### src/rtl/core/pkdet_pkg.sv
// Shared types and constants of the per-key debounce event tracker.
package pkdet_pkg;

	localparam int KEY_W   = 5;
	localparam int TIME_W  = 32;
	localparam int DEB_W   = 10;
	localparam int MASK_W  = 16;
	localparam int IN_W    = 40;
	localparam int OUT_W   = 56;

	localparam logic [DEB_W-1:0] DEB_RESET = 10'd20;

	localparam logic EV_PRESS   = 1'b0;
	localparam logic EV_RELEASE = 1'b1;

	typedef enum logic [1:0] {
		PH_IDLE        = 2'd0,
		PH_DEB_PRESS   = 2'd1,
		PH_PRESSED     = 2'd2,
		PH_DEB_RELEASE = 2'd3
	} phase_t;

endpackage

### src/rtl/core/per_key_debounce_event_tracker.sv
// Per-key debounce tracker: raw key samples in, confirmed press and release events out.
//
// Input requests on s_*: one raw sample per request (key id, contact level, time in ms).
// Output requests on m_*: one press or release event, with the time of the confirming
// sample and the debounced pressed mask after the change. Most samples give no event.
// cfg_we/cfg_wdata set the debounce time in ms; write it only while the block is idle.
// Each key's phase and phase entry time live in two small synchronous memories. A sample
// reads its key's entry at the accepting edge, is evaluated in the next cycle and written
// back when it leaves that stage, which also loads any event it raises into the output
// register. A sample of the same key in the very next cycle takes the written-back state
// through a bypass register, so one sample per cycle is sustained for any key order, if
// no event stalls. Key ids of 0 or above KEYS are taken and dropped without an event.
// Reset puts every key in the idle phase (per-key valid bits, no clearing pass), clears
// the pressed mask and loads a debounce time of 20 ms.
// While the receiver stalls, a waiting event holds in the output register; the block
// keeps taking samples until an evaluated sample needs that register, then it stalls.
module per_key_debounce_event_tracker #(
	parameter int KEYS = 16
) (
	input  logic                        clk,
	input  logic                        arst_n,
	input  logic                        s_tvalid,
	output logic                        s_tready,
	// key_id[4:0], raw_pressed[5], now_ms[37:6], zero fill above
	input  logic [pkdet_pkg::IN_W-1:0]  s_tdata,
	output logic                        m_tvalid,
	input  logic                        m_tready,
	// event_key[4:0], event_time[36:5], stable_mask[52:37], zero fill above
	output logic [pkdet_pkg::OUT_W-1:0] m_tdata,
	// event_kind[0]
	output logic                        m_tuser,
	input  logic                        cfg_we,
	input  logic [pkdet_pkg::DEB_W-1:0] cfg_wdata
);
	import pkdet_pkg::*;

	localparam int IW = (KEYS > 1) ? $clog2(KEYS) : 1;
	localparam int MW = (KEYS > MASK_W) ? KEYS : MASK_W;

	// Key state memories.
	phase_t            phase_mem [KEYS];
	logic [TIME_W-1:0] time_mem  [KEYS];
	logic [KEYS-1:0]   phase_vld_q;

	logic [KEYS-1:0]   mask_q;
	logic [DEB_W-1:0]  dbt_q;

	// Evaluation stage.
	logic              vld_s1;
	logic              ok_s1;
	logic [KEY_W-1:0]  key_s1;
	logic [IW-1:0]     idx_s1;
	logic              raw_s1;
	logic [TIME_W-1:0] now_s1;
	phase_t            rd_phase_s1;
	logic [TIME_W-1:0] rd_time_s1;
	logic              fwd_s1;
	phase_t            fwd_phase_s1;
	logic [TIME_W-1:0] fwd_time_s1;

	// Output register.
	logic              out_vld_q;
	logic              out_kind_q;
	logic [KEY_W-1:0]  out_key_q;
	logic [TIME_W-1:0] out_time_q;
	logic [MASK_W-1:0] out_mask_q;

	logic [KEY_W-1:0]  in_key;
	logic              in_ok;
	logic [IW-1:0]     in_idx;
	logic              acc;

	phase_t            cur_phase;
	logic [TIME_W-1:0] cur_time;
	logic              held;
	phase_t            nxt_phase;
	logic [TIME_W-1:0] nxt_time;
	logic              res_valid;
	logic              res_kind;
	logic              out_free;
	logic              s1_done;
	logic              wr_en;
	logic [KEYS-1:0]   key_bit;
	logic [KEYS-1:0]   mask_nxt;
	logic [MW-1:0]     mask_ext;

	assign in_key = s_tdata[KEY_W-1:0];
	assign in_ok  = (in_key != '0) && (in_key <= KEY_W'(KEYS));
	assign in_idx = IW'(in_key - KEY_W'(1));

	assign cur_phase = fwd_s1 ? fwd_phase_s1 :
		(phase_vld_q[idx_s1] ? rd_phase_s1 : PH_IDLE);
	assign cur_time  = fwd_s1 ? fwd_time_s1 : rd_time_s1;
	assign held      = (now_s1 - cur_time) >= TIME_W'(dbt_q);

	// Next phase and entry time of the sampled key.
	always_comb begin
		nxt_phase = cur_phase;
		nxt_time  = cur_time;
		case (cur_phase)
			PH_IDLE: begin
				if (raw_s1) begin
					nxt_phase = PH_DEB_PRESS;
					nxt_time  = now_s1;
				end
			end
			PH_DEB_PRESS: begin
				if (!raw_s1) begin
					nxt_phase = PH_IDLE;
				end else if (held) begin
					nxt_phase = PH_PRESSED;
				end
			end
			PH_PRESSED: begin
				if (!raw_s1) begin
					nxt_phase = PH_DEB_RELEASE;
					nxt_time  = now_s1;
				end
			end
			PH_DEB_RELEASE: begin
				if (raw_s1) begin
					nxt_phase = PH_PRESSED;
					nxt_time  = now_s1;
				end else if (held) begin
					nxt_phase = PH_IDLE;
				end
			end
			default: begin
				nxt_phase = PH_IDLE;
			end
		endcase
	end

	// Event decision of the sampled key.
	always_comb begin
		res_valid = 1'b0;
		res_kind  = EV_PRESS;
		case (cur_phase)
			PH_DEB_PRESS: begin
				res_valid = ok_s1 && raw_s1 && held;
				res_kind  = EV_PRESS;
			end
			PH_DEB_RELEASE: begin
				res_valid = ok_s1 && !raw_s1 && held;
				res_kind  = EV_RELEASE;
			end
			default: begin
				res_valid = 1'b0;
			end
		endcase
	end

	assign out_free = !out_vld_q || m_tready;
	assign s1_done  = vld_s1 && (!res_valid || out_free);
	assign wr_en    = s1_done && ok_s1;
	assign s_tready = !vld_s1 || s1_done;
	assign acc      = s_tvalid && s_tready;

	assign key_bit  = KEYS'(1) << idx_s1;
	assign mask_nxt = (res_kind == EV_PRESS) ? (mask_q | key_bit) : (mask_q & ~key_bit);
	assign mask_ext = MW'(mask_nxt);

	always_ff @(posedge clk) begin
		if (wr_en) begin
			phase_mem[idx_s1] <= nxt_phase;
			time_mem[idx_s1]  <= nxt_time;
		end
		if (acc) begin
			rd_phase_s1 <= phase_mem[in_idx];
			rd_time_s1  <= time_mem[in_idx];
		end
	end

	always_ff @(posedge clk) begin
		if (acc) begin
			key_s1       <= in_key;
			idx_s1       <= in_idx;
			raw_s1       <= s_tdata[KEY_W];
			now_s1       <= s_tdata[KEY_W+TIME_W:KEY_W+1];
			fwd_phase_s1 <= nxt_phase;
			fwd_time_s1  <= nxt_time;
		end
		if (s1_done && res_valid) begin
			out_kind_q <= res_kind;
			out_key_q  <= key_s1;
			out_time_q <= now_s1;
			out_mask_q <= mask_ext[MASK_W-1:0];
		end
	end

	always_ff @(posedge clk or negedge arst_n) begin
		if (!arst_n) begin
			vld_s1      <= 1'b0;
			ok_s1       <= 1'b0;
			fwd_s1      <= 1'b0;
			phase_vld_q <= '0;
			mask_q      <= '0;
			dbt_q       <= DEB_RESET;
			out_vld_q   <= 1'b0;
		end else begin
			if (cfg_we) begin
				dbt_q <= cfg_wdata;
			end
			if (acc) begin
				vld_s1 <= 1'b1;
				ok_s1  <= in_ok;
				// The entry being written back now is newer than what the memory returns.
				fwd_s1 <= wr_en && (idx_s1 == in_idx);
			end else if (s1_done) begin
				vld_s1 <= 1'b0;
				ok_s1  <= 1'b0;
				fwd_s1 <= 1'b0;
			end
			if (wr_en) begin
				phase_vld_q[idx_s1] <= 1'b1;
				if (res_valid) begin
					mask_q <= mask_nxt;
				end
			end
			if (s1_done && res_valid) begin
				out_vld_q <= 1'b1;
			end else if (m_tready) begin
				out_vld_q <= 1'b0;
			end
		end
	end

	assign m_tvalid = out_vld_q;
	assign m_tuser  = out_kind_q;
	assign m_tdata  = {{(OUT_W - KEY_W - TIME_W - MASK_W){1'b0}},
		out_mask_q, out_time_q, out_key_q};

`ifndef SYNTH
	a_fwd_needs_stage: assert property (@(posedge clk) disable iff (!arst_n)
		fwd_s1 |-> vld_s1)
		else $error("bypass flag set with an empty evaluation stage");

	a_no_take_on_stall: assert property (@(posedge clk) disable iff (!arst_n)
		(vld_s1 && !s1_done) |-> !s_tready)
		else $error("request taken while the evaluation stage is stalled");

	a_event_from_debounce: assert property (@(posedge clk) disable iff (!arst_n)
		res_valid |-> (cur_phase == PH_DEB_PRESS || cur_phase == PH_DEB_RELEASE))
		else $error("event raised outside a debounce phase");

	a_out_holds: assert property (@(posedge clk) disable iff (!arst_n)
		(out_vld_q && !m_tready) |=> (out_vld_q && $stable(out_key_q) &&
		$stable(out_time_q) && $stable(out_mask_q) && $stable(out_kind_q)))
		else $error("waiting event overwritten");
`endif

endmodule

### config.mk
export PLATFORM = sky130hd
export DESIGN_NAME = per_key_debounce_event_tracker
export DESIGN_NICKNAME = d
export VERILOG_FILES = /design/src/rtl/core/pkdet_pkg.sv /design/src/rtl/core/per_key_debounce_event_tracker.sv
export SDC_FILE = /design/constraint.sdc
export NUM_CORES = 1
export LEC_CHECK = 0
export BUFFER_PORTS_ARGS = -buffer_cell sky130_fd_sc_hd__buf_2
export CAP_MARGIN = 20
export CORE_MARGIN = 2
export CORE_UTILIZATION = 45
export CTS_BUF_LIST = sky130_fd_sc_hd__clkbuf_8
export CTS_CLUSTER_DIAMETER = 120
export CTS_CLUSTER_SIZE = 40
export DETAILED_ROUTE_END_ITERATION = 8
export GPL_TIMING_DRIVEN = 0
export PLACE_DENSITY = 0.59
export SYNTH_ARGS = -nofsm -noshare
export SYNTH_HDL_FRONTEND = slang
export SYNTH_SLANG_ARGS = --single-unit
### constraint.sdc
create_clock -name clk -period 12.1 [get_ports clk]
set_clock_uncertainty 0.05 [all_clocks]
set_input_delay 3.025 -clock clk [delete_from_list [all_inputs] [get_ports clk]]
set_output_delay 3.025 -clock clk [all_outputs]
set_load 0.05 [all_outputs]
After elaboration in Yosys (flattened, before gate mapping)

Memories as Yosys holds them, arrays and structs flattened. A register that Yosys moved wholly into a read port is not among the register bits.
Cells that the tools add are included.
Widths: inputs -> output; s select.

Bits of input ports: 55
Latch bits: 0
Output and inout bits: 59
RAM bits: 544
Bits in registers: 176
Word-level logic and storage cells: 86
ROM bits: 0
Memories kept: 2

Shifts and indexed selects: 1
Muxes and demuxes: 28
Multiply operators: 0
Add/subtract/negate cells: 2
Bitwise logic cells: 4
$lt $le $gt $ge: 4
Divide/modulo/power cells: 0
Eq/ne operators: 4
Reductions and logical operators: 24

Memory list:

| name      | depth | bits a word | rd ports | clocked after memory_dff | write ports | RTL line                             | source |
|---|---|---|---|---|---|---|---|
| time_mem  | 16    | 32          | 1        | 1                        | 1           | per_key_debounce_event_tracker.sv:42 | `logic [TIME_W-1:0] time_mem [KEYS];` |
| phase_mem | 16    | 2           | 1        | 1                        | 1           | per_key_debounce_event_tracker.sv:41 | `phase_t phase_mem [KEYS];` |

Operators with widths:

| kind                 | number |
|---|---|
| $mux 32              | 3 |
| $pmux 32 s2          | 1 |
| $ge 32x10->1         | 1 |
| $or 16x16->16        | 2 |
| $sub 32x32->32       | 1 |
| $and 16x16->16       | 1 |
| $mux 16              | 1 |
| $mux 2               | 8 |
| $not 16->16          | 1 |
| $shl 1x4->16 const A | 1 |
| $logic_and 1x1->1    | 11 |
| $mux 1               | 11 |
| $pmux 2 s4           | 1 |
| $le 5x5->1 const B   | 1 |
| $lt 4x5->1 const B   | 1 |
| $reduce_bool 5->1    | 1 |
| $bmux 1 s4           | 1 |
| $demux 1 s4          | 1 |
| $eq 2x2->1 const B   | 2 |
| $eq 4x4->1           | 1 |
| $ge 4x1->1 const B   | 1 |
| $logic_not 1->1      | 4 |
| $reduce_bool 2->1    | 2 |
| $sub 4x1->4 const B  | 1 |
| 6 further kinds      | 8 |

Depth between registers and ports, before layout

Gate-level depths: netlist (run 1).

Depth after elaboration: 12
Mapped depth: 24
Mapped depth without buffers: 20

Worst setup path after synthesis (run 1)

No wires, ideal clock.

Path type: flip-flop to flip-flop
Start: reg fwd_s1
End: reg fwd_phase_s1[0] (enable)
Buffers on the path: 2
Setup slack: 2242 ps
Arrival time: 9214 ps
Setup time: 593 ps
Required time: 11457 ps
Stages on the path, launching flop included: 22
Clock period less this slack: 9858 ps
Path through: dfrtp_1 > buf_2 > buf_1 > mux2i_1 > ha_1 > o211ai_1 > a21oi_1 > nor2_1 > o21ai_0 > a21o_1 > a21oi_1 > xnor2_1 > ha_1 > a21oi_1 > o21ai_0 > a2111oi_2 > o2111a_1 > o2111ai_1 > nor4_2 > nand4b_2 > and3_1 > nor2b_1

Longest elaborated chain between the ends: 10
Elaborated cells on any way between the ends: 14
Classes of those cells: add/sub (1); order compare (1); eq/ne (2); mux (3); reduce/logical (7)

RTL lines:

| element                                     | RTL line                                                                     | source |
|---|---|---|
| from (decl)                                 | per_key_debounce_event_tracker.sv:57                                         | `logic fwd_s1;` |
| from (signal assigned)                      | per_key_debounce_event_tracker.sv:208                                        | `fwd_s1 <= wr_en && (idx_s1 == in_idx);` |
| $mux 32                                     | per_key_debounce_event_tracker.sv:93                                         | `assign cur_time = fwd_s1 ? fwd_time_s1 : rd_time_s1;` |
| $sub 32x32->32                              | per_key_debounce_event_tracker.sv:94                                         | `assign held = (now_s1 - cur_time) >= TIME_W'(dbt_q);` |
| $ge 32x10->1                                | per_key_debounce_event_tracker.sv:94                                         |  |
| $logic_and 1x1->1, on equally long branches | per_key_debounce_event_tracker.sv:144, per_key_debounce_event_tracker.sv:140 |  |
| $pmux 1 s2 (*)                              | per_key_debounce_event_tracker.sv:138                                        | `case (cur_phase)` |
| $logic_not 1->1 (*)                         | per_key_debounce_event_tracker.sv:154                                        | `assign s1_done = vld_s1 && (!res_valid \|\| out_free);` |
| $logic_or 1x1->1 (*)                        | per_key_debounce_event_tracker.sv:154                                        |  |
| $logic_and 1x1->1 (*)                       | per_key_debounce_event_tracker.sv:154                                        |  |
| $logic_or 1x1->1 (*)                        | per_key_debounce_event_tracker.sv:156                                        | `assign s_tready = !vld_s1 \|\| s1_done;` |
| $logic_and 1x1->1 (*)                       | per_key_debounce_event_tracker.sv:157                                        | `assign acc = s_tvalid && s_tready;` |
| named net acc                               | per_key_debounce_event_tracker.sv:71                                         | `logic acc;` |
| to (signal assigned)                        | per_key_debounce_event_tracker.sv:180                                        | `fwd_phase_s1 <= nxt_phase;` |
| to (decl)                                   | per_key_debounce_event_tracker.sv:58                                         | `phase_t fwd_phase_s1;` |

Mark *: on every way through the listed nets, which the timed path passes. The rest lies on a longest branch.
A chain may end at the register's enable or synchronous reset.

Worst setup path in the final report (run 1)

Start: reg fwd_s1
End: out s_tready

Longest elaborated chain between the ends: 9
Elaborated cells on any way between the ends: 13
Classes of those cells: add/sub (1); order compare (1); eq/ne (2); mux (3); reduce/logical (6)

RTL lines:

| element                                     | RTL line                                                                     | source |
|---|---|---|
| $mux 32                                     | per_key_debounce_event_tracker.sv:93                                         |  |
| $sub 32x32->32                              | per_key_debounce_event_tracker.sv:94                                         |  |
| $ge 32x10->1                                | per_key_debounce_event_tracker.sv:94                                         |  |
| $logic_and 1x1->1, on equally long branches | per_key_debounce_event_tracker.sv:144, per_key_debounce_event_tracker.sv:140 |  |
| $pmux 1 s2 (*)                              | per_key_debounce_event_tracker.sv:138                                        |  |
| $logic_not 1->1 (*)                         | per_key_debounce_event_tracker.sv:154                                        |  |
| $logic_or 1x1->1 (*)                        | per_key_debounce_event_tracker.sv:154                                        |  |
| $logic_and 1x1->1 (*)                       | per_key_debounce_event_tracker.sv:154                                        |  |
| $logic_or 1x1->1 (*)                        | per_key_debounce_event_tracker.sv:156                                        |  |
| to (decl)                                   | per_key_debounce_event_tracker.sv:23                                         | `output logic s_tready,` |

Mark *: on every way between the ends. The rest lies on a longest branch, timed or not.

==> qor.yml, run 1 <==
clock_network:
  clock_latency_ns: 0.74
  cts_root_buf: "clkbuf_8"
  cts_buffer_depth: 3
  cts_tree: "built"
  holdBufCountCts: 0
  cts_repair_resize_count: 0
  cts.sinks: 754
  htree_levels: 1
  cts_buffers: 23
  cts_setup_buffers: 0
  path_clk_slew_ns: 0.23
outcome:
  outcome: "completed"
critical_path:
  cp_max_fo: 10
  startpoint_type: "flop"
  critPathKind: "flop to primary output"
  cp.required_ns: 9.02
  reg2regPathDepth: 26
  critPathArrivalTime_ns: 7.43
  endpoint_kind: "primary output"
power_and_ir_drop:
  max-vdd-ir-drop_uv: 78.0
  power_mw: 5.34
  powerDensity_nw_per_um2: 155
  cellLeakagePower_nw: 11.5
synthesis:
  synth_edf_count: 708
  synth_flop_cell: "edfxtp_1"
  syn_inst: 1640
  synth.avg_cell_area_um2: 18.8
  ys_types: 77
  synthArstFlopShare: 0.0610
  seq_area_frac_synth: 0.727
  synthesis.area_um2: 30800
  ys_warn_count: 0
  ys_ff_latch: 754
global_route:
  grt_use_total: 0.210
  use_met2: 0.367
  grt_pass1_vias: 16500
  grtUsageMet3: 0.0183
  grt_max_degree: 47
  grt_remaining_overflow: 0
  grt_pass1_wl_mm: 109
  top_usage_layer: "met2"
  use_met1: 0.292
  antenna_found_initial: 2
drt:
  vias: 16000
  firstDrtPassIters: 6
  drt_iter0_markers: 1826
  viasPerCell: 5.79
  antenna_left: 0
  drc: 0
  wirelength_mm: 74.0
  wl_per_cell_um: 26.8
floorplan:
  die_w_um: 266
  core_um2: 67500
  std_cell_rows: 95
  start_util: 0.457
  die_h_um: 266
  ios: 114
  die-area_um2: 70700
timing:
  period_needed_ns: 10.50
  timing.final.crit_share: 0.868
  hold_viol: 0
  rsz0062_at_grt: "false"
  tightest_slew_ns: 1.11
  final_max_slew_viol_count: 0
  slew_headroom: 0.251
  hold_ws_ns: 0.385
  setup_viol: 0
  max_freq_ghz: 0.0952
layout:
  mostFrequentLayoutCells: "edfxtp_1, mux4_2, buf_2, nand2_1"
  final_util: 0.510
  area_growth_pct: 11.6
  drive_gt1_frac: 0.252
  layout_commonest_cell: "edfxtp_1"
  n_fill_cell: 5473
  nets: 1982
place:
  dp_hpwl_mm: 53.9
  io_buffer_count: 107
  globalplace.congestion: 0.840
job:
  maxCapViolCount: 0
min_path:
  hp-class: "flop to flop"
  whs_path_depth: 0
[flip-flops by register name (all words and copies together) (netlist names), 2 cells and up]
signal        cells
mask_q           16
out_mask_q       16
time_mem        512
phase_mem        32
fwd_phase_s1      2
rd_phase_s1       2
fwd_time_s1      32
out_key_q         5
phase_vld_q      16
dbt_q            10
out_time_q       32
now_s1           32
key_s1            5
idx_s1            4
rd_time_s1       32
[metal layers]
metal,vias to the layer above,share of wire
met2,429,0.51
met1,8433,0.43
met4,0,0.017
met3,54,0.048
met5,-,0
li1,7070,-
[area by class of cell]
cell class	instances	area, um2	area share
Inverter	29	109	0.00316
Sequential cell	754	22400	0.651
Antenna cell	1	2.50	0.0000727
Clock buffer	23	317	0.00920
Buffer	85	360	0.0105
Timing Repair Buffer	211	1950	0.0567
Multi-Input combinational cell	774	8090	0.235
Tap cell	873	1090	0.0317
Clock inverter	11	88.8	0.00258
[cell usage after synthesis (8+ instances only)]
cell | number | area (um2)
a21o_1 | 24 | 180
a21oi_1 | 45 | 225
buf_1 | 16 | 60.1
clkbuf_1 | 57 | 214
dfrtp_1 | 44 | 1100
edfxtp_1 | 708 | 21300
ha_1 | 48 | 601
inv_1 | 29 | 109
mux2_2 | 12 | 135
mux2i_1 | 34 | 340
mux4_2 | 175 | 3940
nand2_1 | 87 | 327
nand2b_1 | 14 | 87.6
nand3_1 | 9 | 45.0
nand4_1 | 13 | 81.3
nor2_1 | 46 | 173
nor3_1 | 21 | 105
o211ai_1 | 8 | 60.1
o21ai_0 | 83 | 415
o31ai_1 | 20 | 150
xnor2_1 | 13 | 114
xor2_1 | 12 | 105
[logic make-up (layout without fill, tap and decap cells)]
| family | Yosys count | in the layout | synth area share |
|---|---|---|---|
| compound gates | 234 | 234 | 0.0479 |
| simple gates | 237 | 237 | 0.0380 |
| flops | 754 | 754 | 0.727 |
| other cells | 1 | 4 | 0.000122 |
| xor+xnor | 25 | 25 | 0.00710 |
| buf+inv | 114 | 359 | 0.0152 |
| fa+ha+maj | 49 | 49 | 0.0201 |
| mux | 226 | 226 | 0.145 |
[path summary, 6_finish.rpt]
path	slack, ns	end	startpoint
worst max-delay path	1.60	s_tready	fwd_s1$_DFFE_PN0P_
worst min register to register	0.38	out_key_q[4]$_DFFE_PP_	key_s1[4]$_DFFE_PP_
worst min-delay path	0.38	out_key_q[4]$_DFFE_PP_	key_s1[4]$_DFFE_PP_
worst max register to register	3.74	time_mem[3][17]$_DFFE_PP_	fwd_s1$_DFFE_PN0P_
max in group asynchronous	9.40	dbt_q[4]$_DFFE_PN1P_	arst_n
min in group asynchronous	2.05	phase_vld_q[6]$_DFFE_PN0N_	arst_n
[worst max-delay path: stages (launching register included)]
cell,delay (ns)
dfrtp_1,0.37
buf_2,0.21
buf_1,0.79
mux2i_1,0.63
ha_1,0.35
o211ai_1,0.12
a21oi_1,0.40
nor2_1,0.15
o21ai_0,0.31
a21o_1,0.18
a21oi_1,0.08
xnor2_1,0.21
ha_1,0.28
a21oi_1,0.25
o21ai_0,0.17
a2111oi_2,0.37
o2111a_1,0.24
o2111ai_1,0.12
nor4_2,0.38
nand4b_2,0.37
and3_1,0.37
inv_1,0.07
buf_2,0.25
[per-stage QoR]
stage                     setup TNS, ns  setup WS [ns]  area, um2  std cells
after floorplan                       0           2.24      30900       1642
final                                 0           1.60      34400       2761
after global routing                  0           1.27      34400       2761
after detailed placement              0           2.55      33900       2717
after global placement          -297.95          -2.47      32500       2622
after CTS                             0           1.69      34300       2751
[report_power, final]
part,total [mW],internal [mW],switching [mW]
registers,3.30,3.25,0.0497
clock network,0.916,0.188,0.727
logic,1.12,0.374,0.748
total,5.34,3.82,1.53
Power figures use the tool's default switching activity.
==> run 2, diff against run 1 <==
--- a/config.mk
+++ b/config.mk
@@ -8,13 +8,12 @@
 export BUFFER_PORTS_ARGS = -buffer_cell sky130_fd_sc_hd__buf_2
 export CAP_MARGIN = 20
 export CORE_MARGIN = 2
-export CORE_UTILIZATION = 45
+export CORE_UTILIZATION = 35
 export CTS_BUF_LIST = sky130_fd_sc_hd__clkbuf_8
 export CTS_CLUSTER_DIAMETER = 120
 export CTS_CLUSTER_SIZE = 40
 export DETAILED_ROUTE_END_ITERATION = 8
 export GPL_TIMING_DRIVEN = 0
-export PLACE_DENSITY = 0.59
 export SYNTH_ARGS = -nofsm -noshare
 export SYNTH_HDL_FRONTEND = slang
 export SYNTH_SLANG_ARGS = --single-unit
==> run 2 against run 1 <==
  * Maximum frequency is 1.4% higher
  * Die area is 28% higher
  * Non-clock buffer count is 12 higher
  * Clock power is 1% lower
  * Critical path depth stayed put
  * Setup slack better by 0.14 ns
  * Sequential share of layout area is 0.88 points lower
  * Count of clock-buffer cells in the layout stayed put
  * Combinational power hardly changed
  * Total power is 0.70% lower
  * Largest power group unchanged
==> qor.yml, run 2 (same netlist as run 1, synthesis figures left out) <==
outcome:
  outcome: "completed"
clock_network:
  holdBufCountCts: 0  # unchanged
  cts_repair_resize_count: 0  # unchanged
  htree_levels: 1  # unchanged
  cts_setup_buffers: 0  # unchanged
  cts_root_buf: "clkbuf_8"
  clock_latency_ns: 0.72  # -0.02 ns
  cts_buffers: 23  # unchanged
  path_clk_slew_ns: 0.22  # about the same
  cts.sinks: 754  # unchanged
  cts_buffer_depth: 3  # unchanged
  cts_tree: "built"
min_path:
  min-delay-start: "key_s1[1]$_DFFE_PP_"
  min_to: "out_key_q[1]$_DFFE_PP_"
  hp-class: "flop to flop"
  whs_path_depth: 0  # unchanged
layout:
  largest_reg_flops: 512  # unchanged
  n_fill_cell: 7825  # +43%
  layout_commonest_cell: "edfxtp_1"
  area_growth_pct: 13.1
  mostFrequentLayoutCells: "edfxtp_1, mux4_2, buf_2, nand2_1, o21ai_0"
  regMostFlops: "time_mem"
  drive_gt1_frac: 0.257  # +0.00539
  nets: 1994  # +0.61%
global_route:
  grt_pass1_wl_mm: 113  # +4.1%
  grt_use_total: 0.170  # -0.0402
  antenna_found_initial: 1  # -1
  top_usage_layer: "met2"
  use_met1: 0.232  # -0.0601
  use_met2: 0.296  # -0.0714
  grt_remaining_overflow: 0  # unchanged
  grt_max_degree: 47  # unchanged
  grtUsageMet3: 0.0158  # -0.00250
  grt_pass1_vias: 16600  # +0.30%
critical_path:
  critPathArrivalTime_ns: 7.28  # -0.15 ns
  crit-reg2reg-launch: "fwd_s1$_DFFE_PN0P_"
  r2r_setup_slack_ns: 4.06  # +0.32 ns
  critPathKind: "flop to primary output"
  endpoint_kind: "primary output"
  startpoint_type: "flop"
  timing.rr.end: "time_mem[10][22]$_DFFE_PP_"
  cp.required_ns: 9.02  # about the same
  reg2regPathDepth: 25  # -3.8%
  cp_max_fo: 10  # unchanged
floorplan:
  die-area_um2: 90500  # +28%
  die_w_um: 301  # +13%
  die_h_um: 301  # +13%
  ios: 114  # unchanged
  core_um2: 87000  # +29%
  start_util: 0.354  # -0.102
  std_cell_rows: 108  # +14%
timing:
  slew_headroom: 0.232  # -0.0185
  timing.final.crit_share: 0.856  # -0.0119
  hold_ws_ns: 0.391  # +0.00671 ns
  final_max_slew_viol_count: 0  # unchanged
  max_freq_ghz: 0.0965  # +1.4%
  setup_viol: 0  # unchanged
  rsz0062_at_grt: "false"
  tightest_slew_ns: 1.14  # +0.0318 ns
  period_needed_ns: 10.36  # -0.144 ns
  hold_viol: 0  # unchanged
drt:
  drt_iter0_markers: 1589  # -13%
  wirelength_mm: 77.4  # +4.6%
  firstDrtPassIters: 5  # -1
  antenna_left: 0  # unchanged
  drc: 0  # unchanged
  vias: 16300  # +2.2%
  viasPerCell: 5.35  # -7.6%
  wl_per_cell_um: 25.4  # -5.4%
power_and_ir_drop:
  cellLeakagePower_nw: 11.5  # +0.58%
  max-vdd-ir-drop_uv: 84.8  # +8.8%
  power_mw: 5.30  # -0.70%
  powerDensity_nw_per_um2: 152  # -2.0%
place:
  io_buffer_count: 107  # unchanged
  globalplace.congestion: 0.853  # +1.5%
  dp_hpwl_mm: 56.0  # +3.8%
job:
  maxCapViolCount: 0  # unchanged
## run 2: changes by cell type in the layout (fill, tap and decap cells not counted), moves of 2 or more
| cell | before | now |
|---|---|---|
| buf_2 | 115 | 119 |
| buf_4 | 27 | 32 |
| buf_6 | 40 | 44 |
| o21ai_0 | 57 | 64 |
| buf_16 | 15 | 17 |
| o21ai_1 | 33 | 26 |
## run 2: layer usage
metal,vias up,part of all wire
li1,7082,-
met2,549,0.51
met3,73,0.052
met4,0,0.022
met5,-,0
met1,8635,0.42
## run 2: where the power goes
| part | internal (mW) | switching (mW) | leakage (nW) |
|---|---|---|---|
| clock | 0.187 | 0.716 | 0.227 |
| sequential | 3.25 | 0.0511 | 7.10 |
| combinational | 0.356 | 0.739 | 4.21 |
## run 2: layout make-up
cell class / count / area [um2] / share of cell area
Sequential cell: 754 / 22400 / 0.642
Multi-Input combinational cell: 774 / 8090 / 0.232
Timing Repair Buffer: 223 / 2070 / 0.0594
Tap cell: 1155 / 1450 / 0.0414
Buffer: 85 / 362 / 0.0104
Clock buffer: 23 / 317 / 0.00907
Inverter: 29 / 109 / 0.00312
Clock inverter: 10 / 83.8 / 0.00240
Antenna cell: 1 / 2.50 / 0.0000717
## run 2: worst max-delay path, cell delays in order (launching register included)
cell,delay [ns]
dfrtp_1,0.38
buf_2,0.28
buf_1,0.86
mux2i_1,0.33
ha_1,0.45
o211ai_1,0.10
a21oi_1,0.41
nor2_1,0.16
o21ai_0,0.32
a21o_1,0.17
a21oi_1,0.07
xnor2_1,0.15
ha_1,0.30
a21oi_1,0.23
o21ai_0,0.17
a2111oi_2,0.34
o2111a_1,0.23
o2111ai_1,0.12
nor4_2,0.38
nand4b_2,0.40
and3_1,0.38
inv_1,0.06
buf_2,0.26
## run 2: metrics by stage
stage | utilization | std cells | cell area, um2 | worst slack [ns] | TNS [ns]
detailed placement | 0.395 | 3012 | 34400 | 2.49 | 0
CTS | 0.400 | 3045 | 34800 | 1.65 | 0
global placement | 0.377 | 2904 | 32800 | -2.63 | -480.99
floorplan | - | 1642 | 30900 | 2.24 | 0
global route | 0.401 | 3054 | 34900 | 1.21 | 0
finish | 0.401 | 3054 | 34900 | 1.74 | 0
## run 2: how the worst max path moves through the flow
stage,slack [ns],endpoint,cells past startpoint,startpoint
floorplan,2.24,fwd_phase_s1[0]$_DFFE_PP_,21,fwd_s1$_DFFE_PN0P_
global placement,-2.63,now_s1[26]$_DFFE_PP_,21,fwd_s1$_DFFE_PN0P_
detailed placement,2.49,s_tready,22,fwd_s1$_DFFE_PN0P_
CTS,1.65,s_tready,22,fwd_s1$_DFFE_PN0P_
global route,1.21,s_tready,23,fwd_s1$_DFFE_PN0P_
finish,1.74,s_tready,22,fwd_s1$_DFFE_PN0P_
==> run 3, diff against run 2 <==
--- a/config.mk
+++ b/config.mk
@@ -8,7 +8,7 @@
 export BUFFER_PORTS_ARGS = -buffer_cell sky130_fd_sc_hd__buf_2
 export CAP_MARGIN = 20
 export CORE_MARGIN = 2
-export CORE_UTILIZATION = 35
+export CORE_UTILIZATION = 39
 export CTS_BUF_LIST = sky130_fd_sc_hd__clkbuf_8
 export CTS_CLUSTER_DIAMETER = 120
 export CTS_CLUSTER_SIZE = 40
==> run 3 against run 2 <==
  * First-iteration DRC count is 3.8% lower
  * Maximum frequency increased by 0.15%
  * Utilization increased by 3.9 points
  * Critical path type unchanged
  * Register-to-register slack gained 0.09 ns
  * Via count down 1.8%
  * Global-route usage rose by 0.90 points
==> qor.yml, run 3 (same netlist as run 1, synthesis figures left out) <==
outcome:
  outcome: "completed"
drt:
  viasPerCell: 5.47  # +2.2%
  vias: 16000  # -1.8%
  wl_per_cell_um: 25.2  # -0.73%
  drc: 0  # unchanged
  firstDrtPassIters: 7  # +2
  antenna_left: 0  # unchanged
  drt_iter0_markers: 1528  # -3.8%
  wirelength_mm: 73.8  # -4.7%
min_path:
  whs_path_depth: 0  # unchanged
  hp-class: "flop to flop"
clock_network:
  clock_latency_ns: 0.73  # about the same
  cts_buffers: 23  # unchanged
  htree_levels: 1  # unchanged
  cts_buffer_depth: 3  # unchanged
  cts.sinks: 754  # unchanged
  cts_setup_buffers: 0  # unchanged
  cts_repair_resize_count: 0  # unchanged
  path_clk_slew_ns: 0.23  # about the same
  cts_root_buf: "clkbuf_8"
  holdBufCountCts: 0  # unchanged
  cts_tree: "built"
critical_path:
  cp_max_fo: 10  # unchanged
  critPathArrivalTime_ns: 7.27  # about the same
  startpoint_type: "flop"
  cp.required_ns: 9.02  # about the same
  endpoint_kind: "primary output"
  reg2regPathDepth: 26  # +4.0%
  critPathKind: "flop to primary output"
layout:
  final_area_um2: 34600  # -0.96%
  largest_reg_flops: 512  # unchanged
  drive_gt1_frac: 0.250  # -0.00685
  stdcell_count: 2933  # -4.0%
  area_growth_pct: 12.0
  layout_commonest_cell: "edfxtp_1"
  n_fill_cell: 6774  # -13%
  mostFrequentLayoutCells: "edfxtp_1, mux4_2, buf_2, nand2_1"
  final_util: 0.440  # +0.0387
  nets: 1978  # -0.80%
  regMostFlops: "time_mem"
global_route:
  grt_max_degree: 47  # unchanged
  antenna_found_initial: 1  # unchanged
  grt_pass1_vias: 16300  # -1.8%
  grt_use_total: 0.179  # +0.00897
  grt_remaining_overflow: 0  # unchanged
  grt_pass1_wl_mm: 109  # -3.7%
timing:
  fin_ws_ns: 1.76  # +0.0157 ns
  final_max_slew_viol_count: 0  # unchanged
  tightest_slew_ns: 1.10  # -0.0425 ns
  max_freq_ghz: 0.0967  # +0.15%
  slew_headroom: 0.261  # +0.0285
  setup_viol: 0  # unchanged
  timing.final.crit_share: 0.855  # -0.00130
  hold_ws_ns: 0.384  # -0.00735 ns
  hold_viol: 0  # unchanged
  rsz0062_at_grt: "false"
  fin_setup_tns_ns: 0  # unchanged
  period_needed_ns: 10.34  # -0.0157 ns
power_and_ir_drop:
  powerDensity_nw_per_um2: 154  # +1.2%
  power_mw: 5.32  # +0.24%
  max-vdd-ir-drop_uv: 86.7  # +2.2%
  cellLeakagePower_nw: 11.4  # -0.95%
place:
  globalplace.congestion: 0.876  # +2.8%
  dp_hpwl_mm: 54.0  # -3.5%
  dpl-instance-area_um2: 34000  # -1.0%
  place_inst: 2889  # -4.1%
  dpl_worst_slack_ns: 2.64  # +0.142 ns
  io_buffer_count: 107  # unchanged
floorplan:
  std_cell_rows: 103  # -4.6%
  die_w_um: 285  # -5.2%
  core_um2: 78600  # -9.7%
  ios: 114  # unchanged
  start_util: 0.392  # +0.0379
  die-area_um2: 81400  # -10%
  die_h_um: 285  # -5.2%
job:
  maxCapViolCount: 0  # unchanged
-- run 3: final timing paths --
kind                                     start                           to  slack (ns)
max reg2reg                 fwd_s1$_DFFE_PN0P_   time_mem[11][21]$_DFFE_PP_        4.15
max in group asynchronous               arst_n         dbt_q[4]$_DFFE_PN1P_        9.30
max                         fwd_s1$_DFFE_PN0P_                     s_tready        1.76
min                        key_s1[3]$_DFFE_PP_       out_key_q[3]$_DFFE_PP_        0.38
min reg2reg                key_s1[3]$_DFFE_PP_       out_key_q[3]$_DFFE_PP_        0.38
min in group asynchronous               arst_n  phase_vld_q[12]$_DFFE_PN0N_        2.13
-- run 3: per-layer routing --
metal	wire length, um	vias to the layer above	global-route usage
li1	-	7055	-
met1	31400	8472	0.246
met2	37800	448	0.316
met3	3100	69	0.0113
met4	1470	0	0.0386
met5	0	-	0
-- run 3: layout make-up --
class,count,area [um2],area share
antenna,1,2.50,0.0000724
clock buffer,23,317,0.00916
timing repair buffer,207,1880,0.0543
tap,1050,1310,0.0380
buffer,85,360,0.0104
clock inverter,10,77.6,0.00224
multi-input combinational,774,8090,0.234
inverter,29,109,0.00315
sequential,754,22400,0.649
-- run 3: power breakdown --
part	switching, mW	internal (mW)	total [mW]
logic	0.746	0.362	1.11
clock network	0.719	0.186	0.906
registers	0.0495	3.25	3.30
total	1.51	3.80	5.32
-- run 3: critical path, cell delays in order, from the launching register on --
cell and delay, ns:
dfrtp_1 0.37, buf_2 0.28, buf_1 0.85, mux2i_1 0.39, inv_1 0.08, ha_1 0.22, nand2b_1 0.17, a21oi_1 0.40
nor2_1 0.19, o21ai_0 0.38, a21o_1 0.18, a21oi_1 0.08, xnor2_1 0.16, ha_1 0.30, a21oi_1 0.18, o21ai_0 0.13
a2111oi_2 0.36, o2111a_1 0.24, o2111ai_1 0.12, nor4_2 0.32, nand4b_2 0.39, and3_1 0.39, inv_1 0.08, buf_2 0.26
